## src/rtl/core/ecsm_pkg.sv

```systemverilog
// ecsm_pkg: shared types, constants and field helpers for the scalar multiply core
// no dependencies

package ecsm_pkg;

    localparam int DATA_W          = 32;
    localparam int SCALAR_W        = 31;
    localparam int SCALAR_BITS_DEF = 31;
    localparam int CNT_W           = $clog2(DATA_W);
    localparam logic [DATA_W-1:0] MODULUS_RST = 32'd7;

    // controller states
    typedef enum logic [4:0] {
        S_IDLE,
        S_RED_X,
        S_RED_Y,
        S_LOOP,
        S_NEXT,
        S_DBL,
        S_ADD_CHK,
        S_D_SQ,
        S_D_C3,
        S_D_C2,
        S_A_T0,
        S_A_D,
        S_POW_INIT,
        S_P_CHK,
        S_P_MUL,
        S_P_SQ,
        S_P_SH,
        S_LAM,
        S_LL,
        S_X3,
        S_Y_PREP,
        S_Y_MUL,
        S_Y_FIN,
        S_ADD_END,
        S_DONE
    } state_t;

    // datapath commands
    typedef enum logic [4:0] {
        OP_NONE,
        OP_LOAD,
        OP_MUL_RX,
        OP_MUL_RY,
        OP_SHIFT_N,
        OP_SET_ADD,
        OP_SET_DBL,
        OP_R_S,
        OP_R_T,
        OP_R_INF,
        OP_MUL_SXSX,
        OP_MUL_C3,
        OP_MUL_C2,
        OP_SUB_T0,
        OP_SUB_D,
        OP_POW_INIT,
        OP_MUL_PW,
        OP_MUL_PB,
        OP_POW_SHIFT,
        OP_MUL_LAM,
        OP_MUL_LL,
        OP_X3_DBL,
        OP_X3_ADD,
        OP_Y_PREP,
        OP_MUL_Y,
        OP_Y_FIN,
        OP_WB_ACC,
        OP_WB_BASE
    } dp_op_t;

    typedef struct packed {
        logic p_zero;
        logic n_zero;
        logic n_lsb;
        logic n_next_zero;
        logic s_inf;
        logic t_inf;
        logic x_eq;
        logic add_inf;
        logic e_zero;
        logic e_lsb;
        logic mul_done;
    } dp_status_t;

    function automatic logic [DATA_W-1:0] fadd(input logic [DATA_W-1:0] a,
                                               input logic [DATA_W-1:0] b,
                                               input logic [DATA_W-1:0] p);
        logic [DATA_W:0] s;
        s = {1'b0, a} + {1'b0, b};
        if (s >= {1'b0, p})
            s = s - {1'b0, p};
        return s[DATA_W-1:0];
    endfunction

    function automatic logic [DATA_W-1:0] fsub(input logic [DATA_W-1:0] a,
                                               input logic [DATA_W-1:0] b,
                                               input logic [DATA_W-1:0] p);
        logic [DATA_W:0] s;
        if (a >= b)
            s = {1'b0, a} - {1'b0, b};
        else
            s = {1'b0, a} + {1'b0, p} - {1'b0, b};
        return s[DATA_W-1:0];
    endfunction

endpackage

```

## src/rtl/core/ecsm_modmul.sv

```systemverilog
// ecsm_modmul: bit-serial modular multiplier, one bit of b per cycle, msb first
// depends on ecsm_pkg; requires a < p, b may be any value

module ecsm_modmul (
    input  logic                         clk,
    input  logic                         rst_n,
    input  logic                         start,
    input  logic [ecsm_pkg::DATA_W-1:0]  a,
    input  logic [ecsm_pkg::DATA_W-1:0]  b,
    input  logic [ecsm_pkg::DATA_W-1:0]  p,
    output logic                         busy,
    output logic                         done,
    output logic [ecsm_pkg::DATA_W-1:0]  result
);

    localparam int W = ecsm_pkg::DATA_W;

    logic                        busy_reg, busy_next;
    logic [ecsm_pkg::CNT_W-1:0]  cnt_reg, cnt_next;
    logic [W-1:0]                acc_reg, acc_next;
    logic [W-1:0]                a_reg, a_next;
    logic [W-1:0]                b_reg, b_next;
    logic [W:0]                  dbl, dbl_red, sum;
    logic [W-1:0]                step;

    // acc = 2*acc + bit*a, reduced with two conditional subtracts
    always_comb
    begin
        dbl     = {acc_reg, 1'b0};
        dbl_red = (dbl >= {1'b0, p}) ? dbl - {1'b0, p} : dbl;
        sum     = dbl_red + (b_reg[W-1] ? {1'b0, a_reg} : '0);
        step    = (sum >= {1'b0, p}) ? sum[W-1:0] - p : sum[W-1:0];
    end

    assign done   = busy_reg && (cnt_reg == ecsm_pkg::CNT_W'(W - 1));
    assign busy   = busy_reg;
    assign result = step;

    always_comb
    begin
        busy_next = busy_reg;
        cnt_next  = cnt_reg;
        acc_next  = acc_reg;
        a_next    = a_reg;
        b_next    = b_reg;
        if (busy_reg)
        begin
            acc_next = step;
            b_next   = {b_reg[W-2:0], 1'b0};
            cnt_next = cnt_reg + 1'b1;
            if (done)
                busy_next = 1'b0;
        end
        else if (start)
        begin
            busy_next = 1'b1;
            cnt_next  = '0;
            acc_next  = '0;
            a_next    = a;
            b_next    = b;
        end
    end

    always_ff @(posedge clk or negedge rst_n)
    begin
        if (!rst_n)
        begin
            busy_reg <= 1'b0;
            cnt_reg  <= '0;
        end
        else
        begin
            busy_reg <= busy_next;
            cnt_reg  <= cnt_next;
        end
    end

    always_ff @(posedge clk)
    begin
        acc_reg <= acc_next;
        a_reg   <= a_next;
        b_reg   <= b_next;
    end

endmodule

```

## src/rtl/core/ecsm_datapath.sv

```systemverilog
// ecsm_datapath: point and field registers, add/sub logic and the shared multiplier
// depends on ecsm_pkg and ecsm_modmul

module ecsm_datapath #(
    parameter int SCALAR_BITS = ecsm_pkg::SCALAR_BITS_DEF
) (
    input  logic                           clk,
    input  logic                           rst_n,
    input  ecsm_pkg::dp_op_t               op,
    input  logic [ecsm_pkg::DATA_W-1:0]    p,
    input  logic [ecsm_pkg::DATA_W-1:0]    point_x,
    input  logic [ecsm_pkg::DATA_W-1:0]    point_y,
    input  logic                           point_at_infinity,
    input  logic [ecsm_pkg::SCALAR_W-1:0]  scalar,
    output ecsm_pkg::dp_status_t           status,
    output logic [ecsm_pkg::DATA_W-1:0]    result_x,
    output logic [ecsm_pkg::DATA_W-1:0]    result_y,
    output logic                           result_infinity
);

    localparam int W = ecsm_pkg::DATA_W;

    logic [W-1:0] bx_reg, bx_next, by_reg, by_next;
    logic         binf_reg, binf_next;
    logic [W-1:0] ax_reg, ax_next, ay_reg, ay_next;
    logic         ainf_reg, ainf_next;
    logic [W-1:0] sx_reg, sx_next, sy_reg, sy_next;
    logic         sinf_reg, sinf_next;
    logic [W-1:0] tx_reg, tx_next, ty_reg, ty_next;
    logic         tinf_reg, tinf_next;
    logic [W-1:0] rx_reg, rx_next, ry_reg, ry_next;
    logic         rinf_reg, rinf_next;
    logic [W-1:0] t0_reg, t0_next, t1_reg, t1_next, d_reg, d_next;
    logic [W-1:0] pw_reg, pw_next, pb_reg, pb_next, e_reg, e_next;
    logic [W-1:0] lam_reg, lam_next, x3_reg, x3_next;
    logic [SCALAR_BITS-1:0] n_reg, n_next;

    logic [63:0]  scalar_ext;
    logic [W-1:0] one_p, two_p, three_p;
    logic         mul_start, mul_busy, mul_done;
    logic [W-1:0] mul_a, mul_b, mul_res;

    // small constants reduced mod p
    assign one_p   = (p == W'(1)) ? '0 : W'(1);
    assign two_p   = (p <= W'(2)) ? '0 : W'(2);
    assign three_p = (p == W'(1) || p == W'(3)) ? '0 : ((p == W'(2)) ? W'(1) : W'(3));

    assign scalar_ext = {{(64 - ecsm_pkg::SCALAR_W){1'b0}}, scalar};

    always_comb
    begin
        mul_start = !mul_busy;
        mul_a     = '0;
        mul_b     = '0;
        unique case (op)
            ecsm_pkg::OP_MUL_RX:   begin mul_a = one_p;   mul_b = bx_reg;  end
            ecsm_pkg::OP_MUL_RY:   begin mul_a = one_p;   mul_b = by_reg;  end
            ecsm_pkg::OP_MUL_SXSX: begin mul_a = sx_reg;  mul_b = sx_reg;  end
            ecsm_pkg::OP_MUL_C3:   begin mul_a = three_p; mul_b = t0_reg;  end
            ecsm_pkg::OP_MUL_C2:   begin mul_a = two_p;   mul_b = sy_reg;  end
            ecsm_pkg::OP_MUL_PW:   begin mul_a = pw_reg;  mul_b = pb_reg;  end
            ecsm_pkg::OP_MUL_PB:   begin mul_a = pb_reg;  mul_b = pb_reg;  end
            ecsm_pkg::OP_MUL_LAM:  begin mul_a = t0_reg;  mul_b = pw_reg;  end
            ecsm_pkg::OP_MUL_LL:   begin mul_a = lam_reg; mul_b = lam_reg; end
            ecsm_pkg::OP_MUL_Y:    begin mul_a = lam_reg; mul_b = t1_reg;  end
            default:               mul_start = 1'b0;
        endcase
    end

    ecsm_modmul u_mul (
        .clk    (clk),
        .rst_n  (rst_n),
        .start  (mul_start),
        .a      (mul_a),
        .b      (mul_b),
        .p      (p),
        .busy   (mul_busy),
        .done   (mul_done),
        .result (mul_res)
    );

    always_comb
    begin
        bx_next = bx_reg;  by_next = by_reg;  binf_next = binf_reg;
        ax_next = ax_reg;  ay_next = ay_reg;  ainf_next = ainf_reg;
        sx_next = sx_reg;  sy_next = sy_reg;  sinf_next = sinf_reg;
        tx_next = tx_reg;  ty_next = ty_reg;  tinf_next = tinf_reg;
        rx_next = rx_reg;  ry_next = ry_reg;  rinf_next = rinf_reg;
        t0_next = t0_reg;  t1_next = t1_reg;  d_next = d_reg;
        pw_next = pw_reg;  pb_next = pb_reg;  e_next = e_reg;
        lam_next = lam_reg; x3_next = x3_reg; n_next = n_reg;
        unique case (op)
            ecsm_pkg::OP_LOAD:
            begin
                bx_next   = point_x;
                by_next   = point_y;
                binf_next = point_at_infinity;
                ax_next   = '0;
                ay_next   = '0;
                ainf_next = 1'b1;
                n_next    = scalar_ext[SCALAR_BITS-1:0];
            end
            ecsm_pkg::OP_MUL_RX:   if (mul_done) bx_next = mul_res;
            ecsm_pkg::OP_MUL_RY:   if (mul_done) by_next = mul_res;
            ecsm_pkg::OP_SHIFT_N:  n_next = n_reg >> 1;
            ecsm_pkg::OP_SET_ADD:
            begin
                sx_next = ax_reg; sy_next = ay_reg; sinf_next = ainf_reg;
                tx_next = bx_reg; ty_next = by_reg; tinf_next = binf_reg;
            end
            ecsm_pkg::OP_SET_DBL:
            begin
                sx_next = bx_reg; sy_next = by_reg; sinf_next = binf_reg;
                tx_next = bx_reg; ty_next = by_reg; tinf_next = binf_reg;
            end
            ecsm_pkg::OP_R_S:
            begin
                rx_next = sx_reg; ry_next = sy_reg; rinf_next = sinf_reg;
            end
            ecsm_pkg::OP_R_T:
            begin
                rx_next = tx_reg; ry_next = ty_reg; rinf_next = tinf_reg;
            end
            ecsm_pkg::OP_R_INF:
            begin
                rx_next = '0; ry_next = '0; rinf_next = 1'b1;
            end
            ecsm_pkg::OP_MUL_SXSX: if (mul_done) t0_next = mul_res;
            ecsm_pkg::OP_MUL_C3:   if (mul_done) t0_next = mul_res;
            ecsm_pkg::OP_MUL_C2:   if (mul_done) d_next = mul_res;
            ecsm_pkg::OP_SUB_T0:   t0_next = ecsm_pkg::fsub(ty_reg, sy_reg, p);
            ecsm_pkg::OP_SUB_D:    d_next = ecsm_pkg::fsub(tx_reg, sx_reg, p);
            ecsm_pkg::OP_POW_INIT:
            begin
                pw_next = one_p;
                pb_next = d_reg;
                e_next  = p - W'(2);
            end
            ecsm_pkg::OP_MUL_PW:   if (mul_done) pw_next = mul_res;
            ecsm_pkg::OP_MUL_PB:   if (mul_done) pb_next = mul_res;
            ecsm_pkg::OP_POW_SHIFT: e_next = e_reg >> 1;
            ecsm_pkg::OP_MUL_LAM:  if (mul_done) lam_next = mul_res;
            ecsm_pkg::OP_MUL_LL:   if (mul_done) t1_next = mul_res;
            ecsm_pkg::OP_X3_DBL:
                x3_next = ecsm_pkg::fsub(t1_reg, ecsm_pkg::fadd(sx_reg, sx_reg, p), p);
            ecsm_pkg::OP_X3_ADD:
                x3_next = ecsm_pkg::fsub(ecsm_pkg::fsub(t1_reg, sx_reg, p), tx_reg, p);
            ecsm_pkg::OP_Y_PREP:   t1_next = ecsm_pkg::fsub(sx_reg, x3_reg, p);
            ecsm_pkg::OP_MUL_Y:    if (mul_done) t1_next = mul_res;
            ecsm_pkg::OP_Y_FIN:
            begin
                rx_next   = x3_reg;
                ry_next   = ecsm_pkg::fsub(t1_reg, sy_reg, p);
                rinf_next = 1'b0;
            end
            ecsm_pkg::OP_WB_ACC:
            begin
                ax_next = rx_reg; ay_next = ry_reg; ainf_next = rinf_reg;
            end
            ecsm_pkg::OP_WB_BASE:
            begin
                bx_next = rx_reg; by_next = ry_reg; binf_next = rinf_reg;
            end
            default: ;
        endcase
    end

    always_ff @(posedge clk)
    begin
        bx_reg <= bx_next;  by_reg <= by_next;  binf_reg <= binf_next;
        ax_reg <= ax_next;  ay_reg <= ay_next;  ainf_reg <= ainf_next;
        sx_reg <= sx_next;  sy_reg <= sy_next;  sinf_reg <= sinf_next;
        tx_reg <= tx_next;  ty_reg <= ty_next;  tinf_reg <= tinf_next;
        rx_reg <= rx_next;  ry_reg <= ry_next;  rinf_reg <= rinf_next;
        t0_reg <= t0_next;  t1_reg <= t1_next;  d_reg <= d_next;
        pw_reg <= pw_next;  pb_reg <= pb_next;  e_reg <= e_next;
        lam_reg <= lam_next; x3_reg <= x3_next; n_reg <= n_next;
    end

    always_comb
    begin
        status.p_zero      = (p == '0);
        status.n_zero      = (n_reg == '0);
        status.n_lsb       = n_reg[0];
        status.n_next_zero = ((n_reg >> 1) == '0);
        status.s_inf       = sinf_reg;
        status.t_inf       = tinf_reg;
        status.x_eq        = (sx_reg == tx_reg);
        status.add_inf     = (ecsm_pkg::fadd(sy_reg, ty_reg, p) == '0)
                             || (sy_reg != ty_reg) || (sy_reg == '0);
        status.e_zero      = (e_reg == '0);
        status.e_lsb       = e_reg[0];
        status.mul_done    = mul_done;
    end

    assign result_x        = ainf_reg ? '0 : ax_reg;
    assign result_y        = ainf_reg ? '0 : ay_reg;
    assign result_infinity = ainf_reg;

endmodule

```

## src/rtl/core/ecsm_ctrl.sv

```systemverilog
// ecsm_ctrl: sequencer for double-and-add, point addition and fermat inversion
// depends on ecsm_pkg

module ecsm_ctrl (
    input  logic                  clk,
    input  logic                  rst_n,
    input  logic                  start,
    input  ecsm_pkg::dp_status_t  status,
    output ecsm_pkg::dp_op_t      op,
    output logic                  busy,
    output logic                  done
);

    ecsm_pkg::state_t state_reg, state_next;
    logic             dbl_reg, dbl_next;
    logic             tang_reg, tang_next;

    // next state
    always_comb
    begin
        state_next = state_reg;
        dbl_next   = dbl_reg;
        tang_next  = tang_reg;
        unique case (state_reg)
            ecsm_pkg::S_IDLE:
                if (start)
                    state_next = status.p_zero ? ecsm_pkg::S_DONE : ecsm_pkg::S_RED_X;
            ecsm_pkg::S_RED_X:
                if (status.mul_done) state_next = ecsm_pkg::S_RED_Y;
            ecsm_pkg::S_RED_Y:
                if (status.mul_done) state_next = ecsm_pkg::S_LOOP;
            ecsm_pkg::S_LOOP:
            begin
                priority if (status.n_zero)
                    state_next = ecsm_pkg::S_DONE;
                else if (status.n_lsb)
                begin
                    state_next = ecsm_pkg::S_ADD_CHK;
                    dbl_next   = 1'b0;
                end
                else
                    state_next = ecsm_pkg::S_NEXT;
            end
            ecsm_pkg::S_NEXT:
                state_next = status.n_next_zero ? ecsm_pkg::S_DONE : ecsm_pkg::S_DBL;
            ecsm_pkg::S_DBL:
            begin
                state_next = ecsm_pkg::S_ADD_CHK;
                dbl_next   = 1'b1;
            end
            ecsm_pkg::S_ADD_CHK:
            begin
                priority if (status.s_inf || status.t_inf)
                    state_next = ecsm_pkg::S_ADD_END;
                else if (status.x_eq)
                begin
                    tang_next  = 1'b1;
                    state_next = status.add_inf ? ecsm_pkg::S_ADD_END : ecsm_pkg::S_D_SQ;
                end
                else
                begin
                    tang_next  = 1'b0;
                    state_next = ecsm_pkg::S_A_T0;
                end
            end
            ecsm_pkg::S_D_SQ:
                if (status.mul_done) state_next = ecsm_pkg::S_D_C3;
            ecsm_pkg::S_D_C3:
                if (status.mul_done) state_next = ecsm_pkg::S_D_C2;
            ecsm_pkg::S_D_C2:
                if (status.mul_done) state_next = ecsm_pkg::S_POW_INIT;
            ecsm_pkg::S_A_T0:     state_next = ecsm_pkg::S_A_D;
            ecsm_pkg::S_A_D:      state_next = ecsm_pkg::S_POW_INIT;
            ecsm_pkg::S_POW_INIT: state_next = ecsm_pkg::S_P_CHK;
            ecsm_pkg::S_P_CHK:
            begin
                priority if (status.e_zero)
                    state_next = ecsm_pkg::S_LAM;
                else if (status.e_lsb)
                    state_next = ecsm_pkg::S_P_MUL;
                else
                    state_next = ecsm_pkg::S_P_SQ;
            end
            ecsm_pkg::S_P_MUL:
                if (status.mul_done) state_next = ecsm_pkg::S_P_SQ;
            ecsm_pkg::S_P_SQ:
                if (status.mul_done) state_next = ecsm_pkg::S_P_SH;
            ecsm_pkg::S_P_SH:     state_next = ecsm_pkg::S_P_CHK;
            ecsm_pkg::S_LAM:
                if (status.mul_done) state_next = ecsm_pkg::S_LL;
            ecsm_pkg::S_LL:
                if (status.mul_done) state_next = ecsm_pkg::S_X3;
            ecsm_pkg::S_X3:       state_next = ecsm_pkg::S_Y_PREP;
            ecsm_pkg::S_Y_PREP:   state_next = ecsm_pkg::S_Y_MUL;
            ecsm_pkg::S_Y_MUL:
                if (status.mul_done) state_next = ecsm_pkg::S_Y_FIN;
            ecsm_pkg::S_Y_FIN:    state_next = ecsm_pkg::S_ADD_END;
            ecsm_pkg::S_ADD_END:
                state_next = dbl_reg ? ecsm_pkg::S_LOOP : ecsm_pkg::S_NEXT;
            ecsm_pkg::S_DONE:     state_next = ecsm_pkg::S_IDLE;
            default:              state_next = ecsm_pkg::S_IDLE;
        endcase
    end

    // outputs
    always_comb
    begin
        op = ecsm_pkg::OP_NONE;
        unique case (state_reg)
            ecsm_pkg::S_IDLE:     if (start) op = ecsm_pkg::OP_LOAD;
            ecsm_pkg::S_RED_X:    op = ecsm_pkg::OP_MUL_RX;
            ecsm_pkg::S_RED_Y:    op = ecsm_pkg::OP_MUL_RY;
            ecsm_pkg::S_LOOP:
                if (!status.n_zero && status.n_lsb) op = ecsm_pkg::OP_SET_ADD;
            ecsm_pkg::S_NEXT:     op = ecsm_pkg::OP_SHIFT_N;
            ecsm_pkg::S_DBL:      op = ecsm_pkg::OP_SET_DBL;
            ecsm_pkg::S_ADD_CHK:
            begin
                priority if (status.s_inf)
                    op = ecsm_pkg::OP_R_T;
                else if (status.t_inf)
                    op = ecsm_pkg::OP_R_S;
                else if (status.x_eq && status.add_inf)
                    op = ecsm_pkg::OP_R_INF;
                else
                    op = ecsm_pkg::OP_NONE;
            end
            ecsm_pkg::S_D_SQ:     op = ecsm_pkg::OP_MUL_SXSX;
            ecsm_pkg::S_D_C3:     op = ecsm_pkg::OP_MUL_C3;
            ecsm_pkg::S_D_C2:     op = ecsm_pkg::OP_MUL_C2;
            ecsm_pkg::S_A_T0:     op = ecsm_pkg::OP_SUB_T0;
            ecsm_pkg::S_A_D:      op = ecsm_pkg::OP_SUB_D;
            ecsm_pkg::S_POW_INIT: op = ecsm_pkg::OP_POW_INIT;
            ecsm_pkg::S_P_CHK:    op = ecsm_pkg::OP_NONE;
            ecsm_pkg::S_P_MUL:    op = ecsm_pkg::OP_MUL_PW;
            ecsm_pkg::S_P_SQ:     op = ecsm_pkg::OP_MUL_PB;
            ecsm_pkg::S_P_SH:     op = ecsm_pkg::OP_POW_SHIFT;
            ecsm_pkg::S_LAM:      op = ecsm_pkg::OP_MUL_LAM;
            ecsm_pkg::S_LL:       op = ecsm_pkg::OP_MUL_LL;
            ecsm_pkg::S_X3:       op = tang_reg ? ecsm_pkg::OP_X3_DBL : ecsm_pkg::OP_X3_ADD;
            ecsm_pkg::S_Y_PREP:   op = ecsm_pkg::OP_Y_PREP;
            ecsm_pkg::S_Y_MUL:    op = ecsm_pkg::OP_MUL_Y;
            ecsm_pkg::S_Y_FIN:    op = ecsm_pkg::OP_Y_FIN;
            ecsm_pkg::S_ADD_END:  op = dbl_reg ? ecsm_pkg::OP_WB_BASE : ecsm_pkg::OP_WB_ACC;
            ecsm_pkg::S_DONE:     op = ecsm_pkg::OP_NONE;
            default:              op = ecsm_pkg::OP_NONE;
        endcase
    end

    assign busy = (state_reg != ecsm_pkg::S_IDLE);
    assign done = (state_reg == ecsm_pkg::S_DONE);

    always_ff @(posedge clk or negedge rst_n)
    begin
        if (!rst_n)
        begin
            state_reg <= ecsm_pkg::S_IDLE;
            dbl_reg   <= 1'b0;
            tang_reg  <= 1'b0;
        end
        else
        begin
            state_reg <= state_next;
            dbl_reg   <= dbl_next;
            tang_reg  <= tang_next;
        end
    end

endmodule

```

## src/rtl/core/ec_point_scalar_multiply_mod_p.sv

```systemverilog
// ec_point_scalar_multiply_mod_p: affine scalar multiply on y^2 = x^3 + b mod p
// depends on ecsm_pkg, ecsm_ctrl, ecsm_datapath (which holds ecsm_modmul)
//
// channel  | direction | handshake              | payload
// ---------+-----------+------------------------+----------------------------------------
// item in  | in        | start, taken when !busy| point_x, point_y, point_at_infinity,
//          |           |                        | scalar
// result   | out       | done, one-cycle strobe | result_x, result_y, result_infinity
// config   | in        | cfg_we                 | cfg_data -> modulus register
//
// one item at a time; every field multiply loads its operands, then runs 32 one-bit steps
// each point operation is dominated by the fermat inversion: up to 64 multiplies
// plus 6 more and the add/sub and register steps between them; an item needs
// up to 2*SCALAR_BITS-1 point operations; reset clears the controller and sets the modulus
// to 7; results are not held back: done and the result ports are valid for one cycle and
// must be taken then

module ec_point_scalar_multiply_mod_p #(
    parameter int SCALAR_BITS = ecsm_pkg::SCALAR_BITS_DEF
) (
    input  logic                           clk,
    input  logic                           rst_n,
    input  logic                           start,
    output logic                           busy,
    input  logic [ecsm_pkg::DATA_W-1:0]    point_x,
    input  logic [ecsm_pkg::DATA_W-1:0]    point_y,
    input  logic                           point_at_infinity,
    input  logic [ecsm_pkg::SCALAR_W-1:0]  scalar,
    output logic                           done,
    output logic [ecsm_pkg::DATA_W-1:0]    result_x,
    output logic [ecsm_pkg::DATA_W-1:0]    result_y,
    output logic                           result_infinity,
    input  logic                           cfg_we,
    input  logic [ecsm_pkg::DATA_W-1:0]    cfg_data
);

    // field modulus, to be written only while the core is idle; the block does not enforce this
    logic [ecsm_pkg::DATA_W-1:0] modulus_reg, modulus_next;

    ecsm_pkg::dp_op_t     op;
    ecsm_pkg::dp_status_t status;

    assign modulus_next = cfg_we ? cfg_data : modulus_reg;

    always_ff @(posedge clk or negedge rst_n)
    begin
        if (!rst_n)
            modulus_reg <= ecsm_pkg::MODULUS_RST;
        else
            modulus_reg <= modulus_next;
    end

    // sequencer: double-and-add over the scalar, with point add and inversion steps
    ecsm_ctrl u_ctrl (
        .clk    (clk),
        .rst_n  (rst_n),
        .start  (start),
        .status (status),
        .op     (op),
        .busy   (busy),
        .done   (done)
    );

    // register file of points and temporaries plus the shared multiplier;
    // the result ports follow the accumulator, which is stable while done is high
    ecsm_datapath #(
        .SCALAR_BITS (SCALAR_BITS)
    ) u_dp (
        .clk               (clk),
        .rst_n             (rst_n),
        .op                (op),
        .p                 (modulus_reg),
        .point_x           (point_x),
        .point_y           (point_y),
        .point_at_infinity (point_at_infinity),
        .scalar            (scalar),
        .status            (status),
        .result_x          (result_x),
        .result_y          (result_y),
        .result_infinity   (result_infinity)
    );

endmodule

```

## config.mk

```make
export PLATFORM = sky130hd
export DESIGN_NAME = ec_point_scalar_multiply_mod_p
export DESIGN_NICKNAME = d
export VERILOG_FILES = /design/src/rtl/core/ecsm_pkg.sv /design/src/rtl/core/ecsm_modmul.sv /design/src/rtl/core/ecsm_datapath.sv /design/src/rtl/core/ecsm_ctrl.sv /design/src/rtl/core/ec_point_scalar_multiply_mod_p.sv
export SDC_FILE = /design/constraint.sdc
export NUM_CORES = 2
export LEC_CHECK = 0
export BUFFER_PORTS_ARGS = -buffer_cell sky130_fd_sc_hd__clkbuf_2
export CORE_ASPECT_RATIO = 0.8
export CORE_MARGIN = 1.5
export CORE_UTILIZATION = 45
export DETAILED_ROUTE_END_ITERATION = 8
export HOLD_SLACK_MARGIN = 0.1
export RECOVER_POWER = 100
export REMOVE_ABC_BUFFERS = 1
export SLEW_MARGIN = 40
export SYNTH_ARGS = -nofsm -noshare
export SYNTH_HDL_FRONTEND = slang
export SYNTH_SLANG_ARGS = --single-unit
```

## constraint.sdc

```tcl
create_clock -name clk -period 24.2 [get_ports clk]
set_clock_uncertainty 0.15 [all_clocks]
set_input_delay 4.84 -clock clk [delete_from_list [all_inputs] [get_ports clk]]
set_output_delay 4.84 -clock clk [all_outputs]
set_load 0.02 [all_outputs]
```

**Word level (Yosys, flattened, before mapping)**

Cells that the tools add are included.
Widths: inputs -> output; s select.

- Flip-flop bits (word level): 753
- Bits in latches: 0
- Bits in writable memories: 0
- Bits in read-only memories: 0
- Input bits: 132
- Output and inout bits: 67
- Logic and storage cells: 292
- Memories kept: 0

- Add/subtract/negate cells: 28
- Multipliers: 0
- Div/mod/pow operators: 0
- $lt $le $gt $ge: 12
- Equality and inequality tests: 77
- Shifts and indexed selects: 0
- Muxes and demuxes: 87
- Bitwise operators: 2
- Reduce and logical (&&, ||, !) cells: 52

Operator list:

| kind | count |
|---|---|
| $pmux 32 s2 | 11 |
| $mux 32 | 21 |
| $sub 32x32->32 | 17 |
| $pmux 32 s9 | 1 |
| $pmux 32 s4 | 2 |
| $pmux 32 s8 | 1 |
| $pmux 5 s23 | 2 |
| $ge 32x32->1 | 7 |
| $pmux 32 s3 | 2 |
| $add 32x32->32 | 5 |
| $ge 33x32->1 | 4 |
| $logic_not 32->1 | 4 |
| $eq 5x5->1 const B | 22 |
| $mux 5 | 22 |
| $eq 5x4->1 const B | 16 |
| $add 32x32->33 | 2 |
| $eq 32x2->1 const B | 2 |
| $logic_not 31->1 | 2 |
| $pmux 31 s2 | 1 |
| $eq 5x3->1 const B | 8 |
| $add 33x32->33 | 1 |
| $mux 33 | 1 |
| $sub 33x32->33 | 1 |
| $eq 32x1->1 const B | 1 |
| 29 further kinds | 102 |

**Logic depth before layout (Yosys ltp)**

- Word-level depth: 17
- Depth in mapped cells: 41
- Depth with buffers taken out: 40

**Cells and area by module**

Synthesis repeated with hierarchy kept, for this count alone.

- Cells, all modules: 8338
- Area total of the unflattened synthesis: 74009.7 µm²

By module, submodules not included:

| module | times used | cells each | area each (µm²) | seq. area each (µm²) |
|---|---|---|---|---|
| ecsm_datapath | 1 | 6980 | 61617.8 | 18377.6 |
| ecsm_modmul | 1 | 1154 | 10049.6 | 3022.9 |
| ec_point_scalar_multiply_mod_p | 1 | 68 | 1348.8 | 804.5 |
| ecsm_ctrl | 1 | 136 | 993.5 | 175.2 |

**Worst setup path after synthesis**

No wires, ideal clock.

- Path type: input -> register
- Start point: in start
- End point: reg u_dp.rinf_reg (enable)
- Library setup time: 0.578 ns
- Arrival: 10.054 ns
- Data required time: 23.472 ns
- Path slack: 13.418 ns
- Stages: 6
- Path buffers: 0
- Cell sequence: a211oi_1 -> a21oi_1 -> a211oi_1 -> o22ai_1 -> o22ai_1 -> o21ai_0

- Cells in the longest elaborated chain, start to end: 4
- Elaborated cells on any way between the ends: 7
- Classes of those cells: eq/ne (4); mux (2); reduce/logical (1)

RTL lines:

| item | line | text |
|---|---|---|
| from (decl) | ec_point_scalar_multiply_mod_p.sv:23 | `input logic start,` |
| $mux 1 * | ecsm_ctrl.sv:110 | `ecsm_pkg::S_IDLE: if (start) op = ecsm_pkg::OP_LOAD;` |
| $pmux 5 s23 * | ecsm_ctrl.sv:109 | `unique case (state_reg)` |
| $eq 5x3->1, or another cell as far along | ecsm_datapath.sv:92 | `unique case (op)` |
| $reduce_bool 4->1 (no line) * | - |  |
| to (signal assigned) | ecsm_datapath.sv:174 | `rx_reg <= rx_next; ry_reg <= ry_next; rinf_reg <= rinf_next;` |
| to (decl) | ecsm_datapath.sv:32 | `logic rinf_reg, rinf_next;` |

Every way passes the cells marked *; elsewhere a longest branch is shown, timed or not.
A chain may end at the register's enable or synchronous reset.

**Worst setup path in the final report**

- Start point: reg modulus_reg[1] (netlist name)
- End point: reg u_dp.pb_reg[4], data pin

- Cells in the longest elaborated chain, start to end: 12
- Elaborated cells on any way between the ends: 22
- Classes of those cells: add/sub (4); order compare (3); eq/ne (2); mux (9); reduce/logical (4)

RTL lines:

| item | line | text |
|---|---|---|
| from (decl) | ec_point_scalar_multiply_mod_p.sv:38 | `logic [ecsm_pkg::DATA_W-1:0] modulus_reg, modulus_next;` |
| from (signal assigned) | ec_point_scalar_multiply_mod_p.sv:48 | `modulus_reg <= ecsm_pkg::MODULUS_RST;` |
| from (signal assigned) | ec_point_scalar_multiply_mod_p.sv:50 | `modulus_reg <= modulus_next;` |
| branches (longest 11 deep; another with $sub 33x32->33) | - |  |
| $pmux 32 s2 * | ecsm_datapath.sv:92 |  |
| via u_dp.pb_next[4] | ecsm_datapath.sv:34 | `logic [W-1:0] pw_reg, pw_next, pb_reg, pb_next, e_reg, e_next;` |
| to (signal assigned) | ecsm_datapath.sv:176 | `pw_reg <= pw_next; pb_reg <= pb_next; e_reg <= e_next;` |
| to (decl) | ecsm_datapath.sv:34 |  |

Mark *: on every way through the listed nets, which the timed path passes. The select of a mux whose other input is x is not followed.

==> summary.md <==
| Metric | Value |
|---|---|
| Status | `finished with violations` |
| Failing checks | `capacitance limit, slew limit` |
| CP max FO | `48` |
| Vias in the first global route | `63400` |
| Post-CTS setup buffers | `0` |
| Antenna violations before repair | `28` |
| H-tree depth | `3` |
| Setup ws final | `9.20 ns` |
| Worst Setup End Kind | `flip-flop` |
| Worst endpoint data arrival time | `15.35 ns` |
| Pin count of the biggest net entering global routing | `67` |
| CTS root buffer | `clkbuf_16` |
| Initial DRC Count | `9275` |
| Fraction of synthesis flops using an asynchronous set or reset pin | `0.0598` |
| Cell Area, Synth | `71700 um2` |
| Place WS | `12.65 ns` |
| Design Area, Final | `78900 um2` |
| Reg2Reg Launch Point | `modulus_reg[1]` |
| Slowest library cell on the worst path | `clkbuf_1` |
| Fmax achieved | `66.7 MHz` |
| Fraction of layout cells with a size suffix above 1 | `0.0803` |
| Mapped Cells | `8057` |
| Hold buffer count at cts | `0` |
| Fillers | `15000` |
| Synth Warn # | `0` |
| Max Cap Viol | `39` |
| Core Region | `158000 um2` |
| Synth top area share | `0.296` |
| CTS tree | `yes` |
| Clock tree buffer depth | `3` |
| Min-Delay Path Depth | `0` |
| Vias/cell | `6.51` |
| Final Hold Fails | `0` |
| Total Nets Final | `9206` |
| Final period util | `0.620` |
| Min-Delay Path Class | `flip-flop to flip-flop` |
| Post-Route WL | `325000 um` |
| Final setup viols | `0` |
| Routed via count | `68200` |
| IO Count | `199` |
| Worst EP required | `24.55 ns` |
| TritonCTS Sinks | `753` |
| # DRC | `0` |
| RSZ-0062 raised after global routing | `false` |
| Max-slew headroom | `-2.27` |
| Post-DP HPWL | `258000 um` |
| Area contributors post-synth | `edfxtp_1 (30%), ha_1 (12%), a21oi_1 (5.1%)` |
| Die Y | `360 um` |
| Port bufs | `198` |
| TritonRoute pass-1 iters | `8` |
| Worst skew pair latency | `0.72 ns` |
| Netlist cell types | `102` |
| Number of synthesized register bits | `753` |
| GRT overflow | `0` |
| EDFF count, synth | `707` |
| R2r endpoint | `u_dp.pb_reg[4]` |
| First-pass GRT wire length | `451000 um` |
| GRT Overall Usage | `0.387` |
| Final min period | `15.00 ns` |
| R2r worst-path depth | `37` |
| Avg Cell Area, Syn | `8.90 um2` |
| CP startpoint kind | `flip-flop` |
| CTS buffer count | `92` |
| Tightest Pin Transition | `4.91 ns` |
| Placed Area | `76200 um2` |
| CP Class | `flip-flop to flip-flop` |
| Die Area | `162000 um2` |
| Placer congestion estimate | `1.04` |
| Ys flop type | `edfxtp_1` |
| Reg2reg setup slack | `9.20 ns` |
| Initial core utilization | `0.455` |
| CTS resizes | `0` |
| Clk pin slew, worst setup/hold paths | `0.06 ns` |
| Rows | `130` |
| Max-slew violations | `1587` |
| Final setup TNS | `0 ns` |
| Sequential area share after synthesis | `0.312` |
| Wirelength per Cell | `31.0 um` |
| Most area-hungry cell type in the Yosys netlist | `edfxtp_1` |
| DRT antenna net count | `0` |
| Area grow syn2layout | `10.1%` |
| Crit path to | `u_dp.pb_reg[4]` |
| Crit. Startpoint | `modulus_reg[1]` |
| Largest stage delay, worst path | `1.96 ns` |
| Chip width | `449 um` |
-- metal layers --
| layer | vias to the layer above | track usage | part of all wire |
|---|---|---|---|
| li1 | 30100 | - | - |
| met1 | 33400 | 0.544 | 0.41 |
| met2 | 4160 | 0.537 | 0.39 |
| met3 | 488 | 0.144 | 0.15 |
| met4 | 10 | 0.140 | 0.042 |
| met5 | - | 0.00678 | 0.0020 |
-- metrics by stage --
| stage | instances | util | hold WS, ns |
|---|---|---|---|
| detailed placement | 10300 | 0.483 | 0.301 |
| finish | 10500 | 0.501 | 0.302 |
| global placement | 10300 | 0.482 | 0.284 |
| floorplan | 7784 | - | 0.270 |
| global route | 10500 | 0.501 | 0.327 |
| CTS | 10500 | 0.503 | 0.304 |
-- cells in the final DEF, fill, tap and decap left out, types with 55 or more instances in the layout --
master | netlist | routed
a211oi_1 | 130 | 120
a21o_1 | 248 | 248
a21oi_1 | 732 | 729
a22oi_1 | 192 | 192
and2_1 | 130 | 91
buf_4 | 1 | 145
clkbuf_1 | 249 | 118
clkbuf_16 | 0 | 92
clkbuf_2 | 0 | 131
edfxtp_1 | 707 | 707
fa_1 | 141 | 141
ha_1 | 668 | 668
inv_1 | 598 | 596
mux2_2 | 124 | 119
mux2i_1 | 83 | 83
nand2_1 | 556 | 553
nand2b_1 | 137 | 137
nand3_1 | 119 | 118
nand4_1 | 138 | 138
nor2_1 | 662 | 651
nor2b_1 | 156 | 156
nor3_1 | 180 | 173
nor4_1 | 62 | 58
o211ai_1 | 55 | 55
o21a_1 | 94 | 93
o21ai_0 | 508 | 511
o21bai_1 | 87 | 86
or3_1 | 60 | 60
xnor2_1 | 395 | 394
xor2_1 | 175 | 175
-- cell usage after synthesis, types with 130 or more instances --
master	number
nand2b_1	137
nand4_1	138
edfxtp_1	707
and2_1	130
inv_1	598
ha_1	668
a21oi_1	732
xnor2_1	395
a211oi_1	130
o21ai_0	508
a22oi_1	192
nor2_1	662
xor2_1	175
a21o_1	248
nor3_1	180
nor2b_1	156
nand2_1	556
fa_1	141
clkbuf_1	249
-- worst max-delay path, delay by kind of cell, from the launching register on --
kind	cells	cell delay (ns)
AND/OR/NAND/NOR	8	1.43
adder cells (fa/ha/maj)	3	1.15
flip-flops	1	0.88
buffers and inverters	3	3.82
multiplexers	1	0.14
XOR/XNOR	1	0.24
AO/OA/AOI/OAI	21	6.84
-- worst min path at each step --
stage / start / to / slack, ns
6_report: u_dp.binf_reg / u_dp.tinf_reg / 0.30
5_1_grt: u_dp.binf_reg / u_dp.tinf_reg / 0.33
4_1_cts: u_dp.binf_reg / u_dp.tinf_reg / 0.30
3_5_place_dp: u_dp.u_mul.b_reg[0] / u_dp.u_mul.b_reg[0] / 0.30
3_3_place_gp: u_dp.binf_reg / u_dp.tinf_reg / 0.28
2_1_floorplan: u_dp.binf_reg / u_dp.tinf_reg / 0.27
-- logic make-up (layout without fill, tap and decap cells) --
kind of cell,after synthesis,in the layout,share of synthesized area
AND/OR/NAND/NOR,2350,2350,0.160
other,0,13,0
multiplexers,208,208,0.0314
adder cells (fa/ha/maj),809,809,0.156
buffers and inverters,875,1162,0.0465
AO/OA/AOI/OAI,2491,2491,0.224
XOR/XNOR,571,571,0.0700
flip-flops,753,753,0.312
-- cell type report --
| cell class | instances | area, um2 | share of cell area |
|---|---|---|---|
| clock buffers | 104 | 2370 | 0.0300 |
| repair buffers | 387 | 2210 | 0.0280 |
| well taps | 2112 | 2640 | 0.0335 |
| diodes | 13 | 32.5 | 0.000412 |
| clock inverters | 69 | 727 | 0.00921 |
| inverters | 602 | 2260 | 0.0286 |
| flip-flops and latches | 753 | 22400 | 0.284 |
| multi-input cells | 6429 | 46300 | 0.587 |
Power is not shown: default switching activity piles up to over one toggle a cycle in this logic, so the estimate is an artifact.
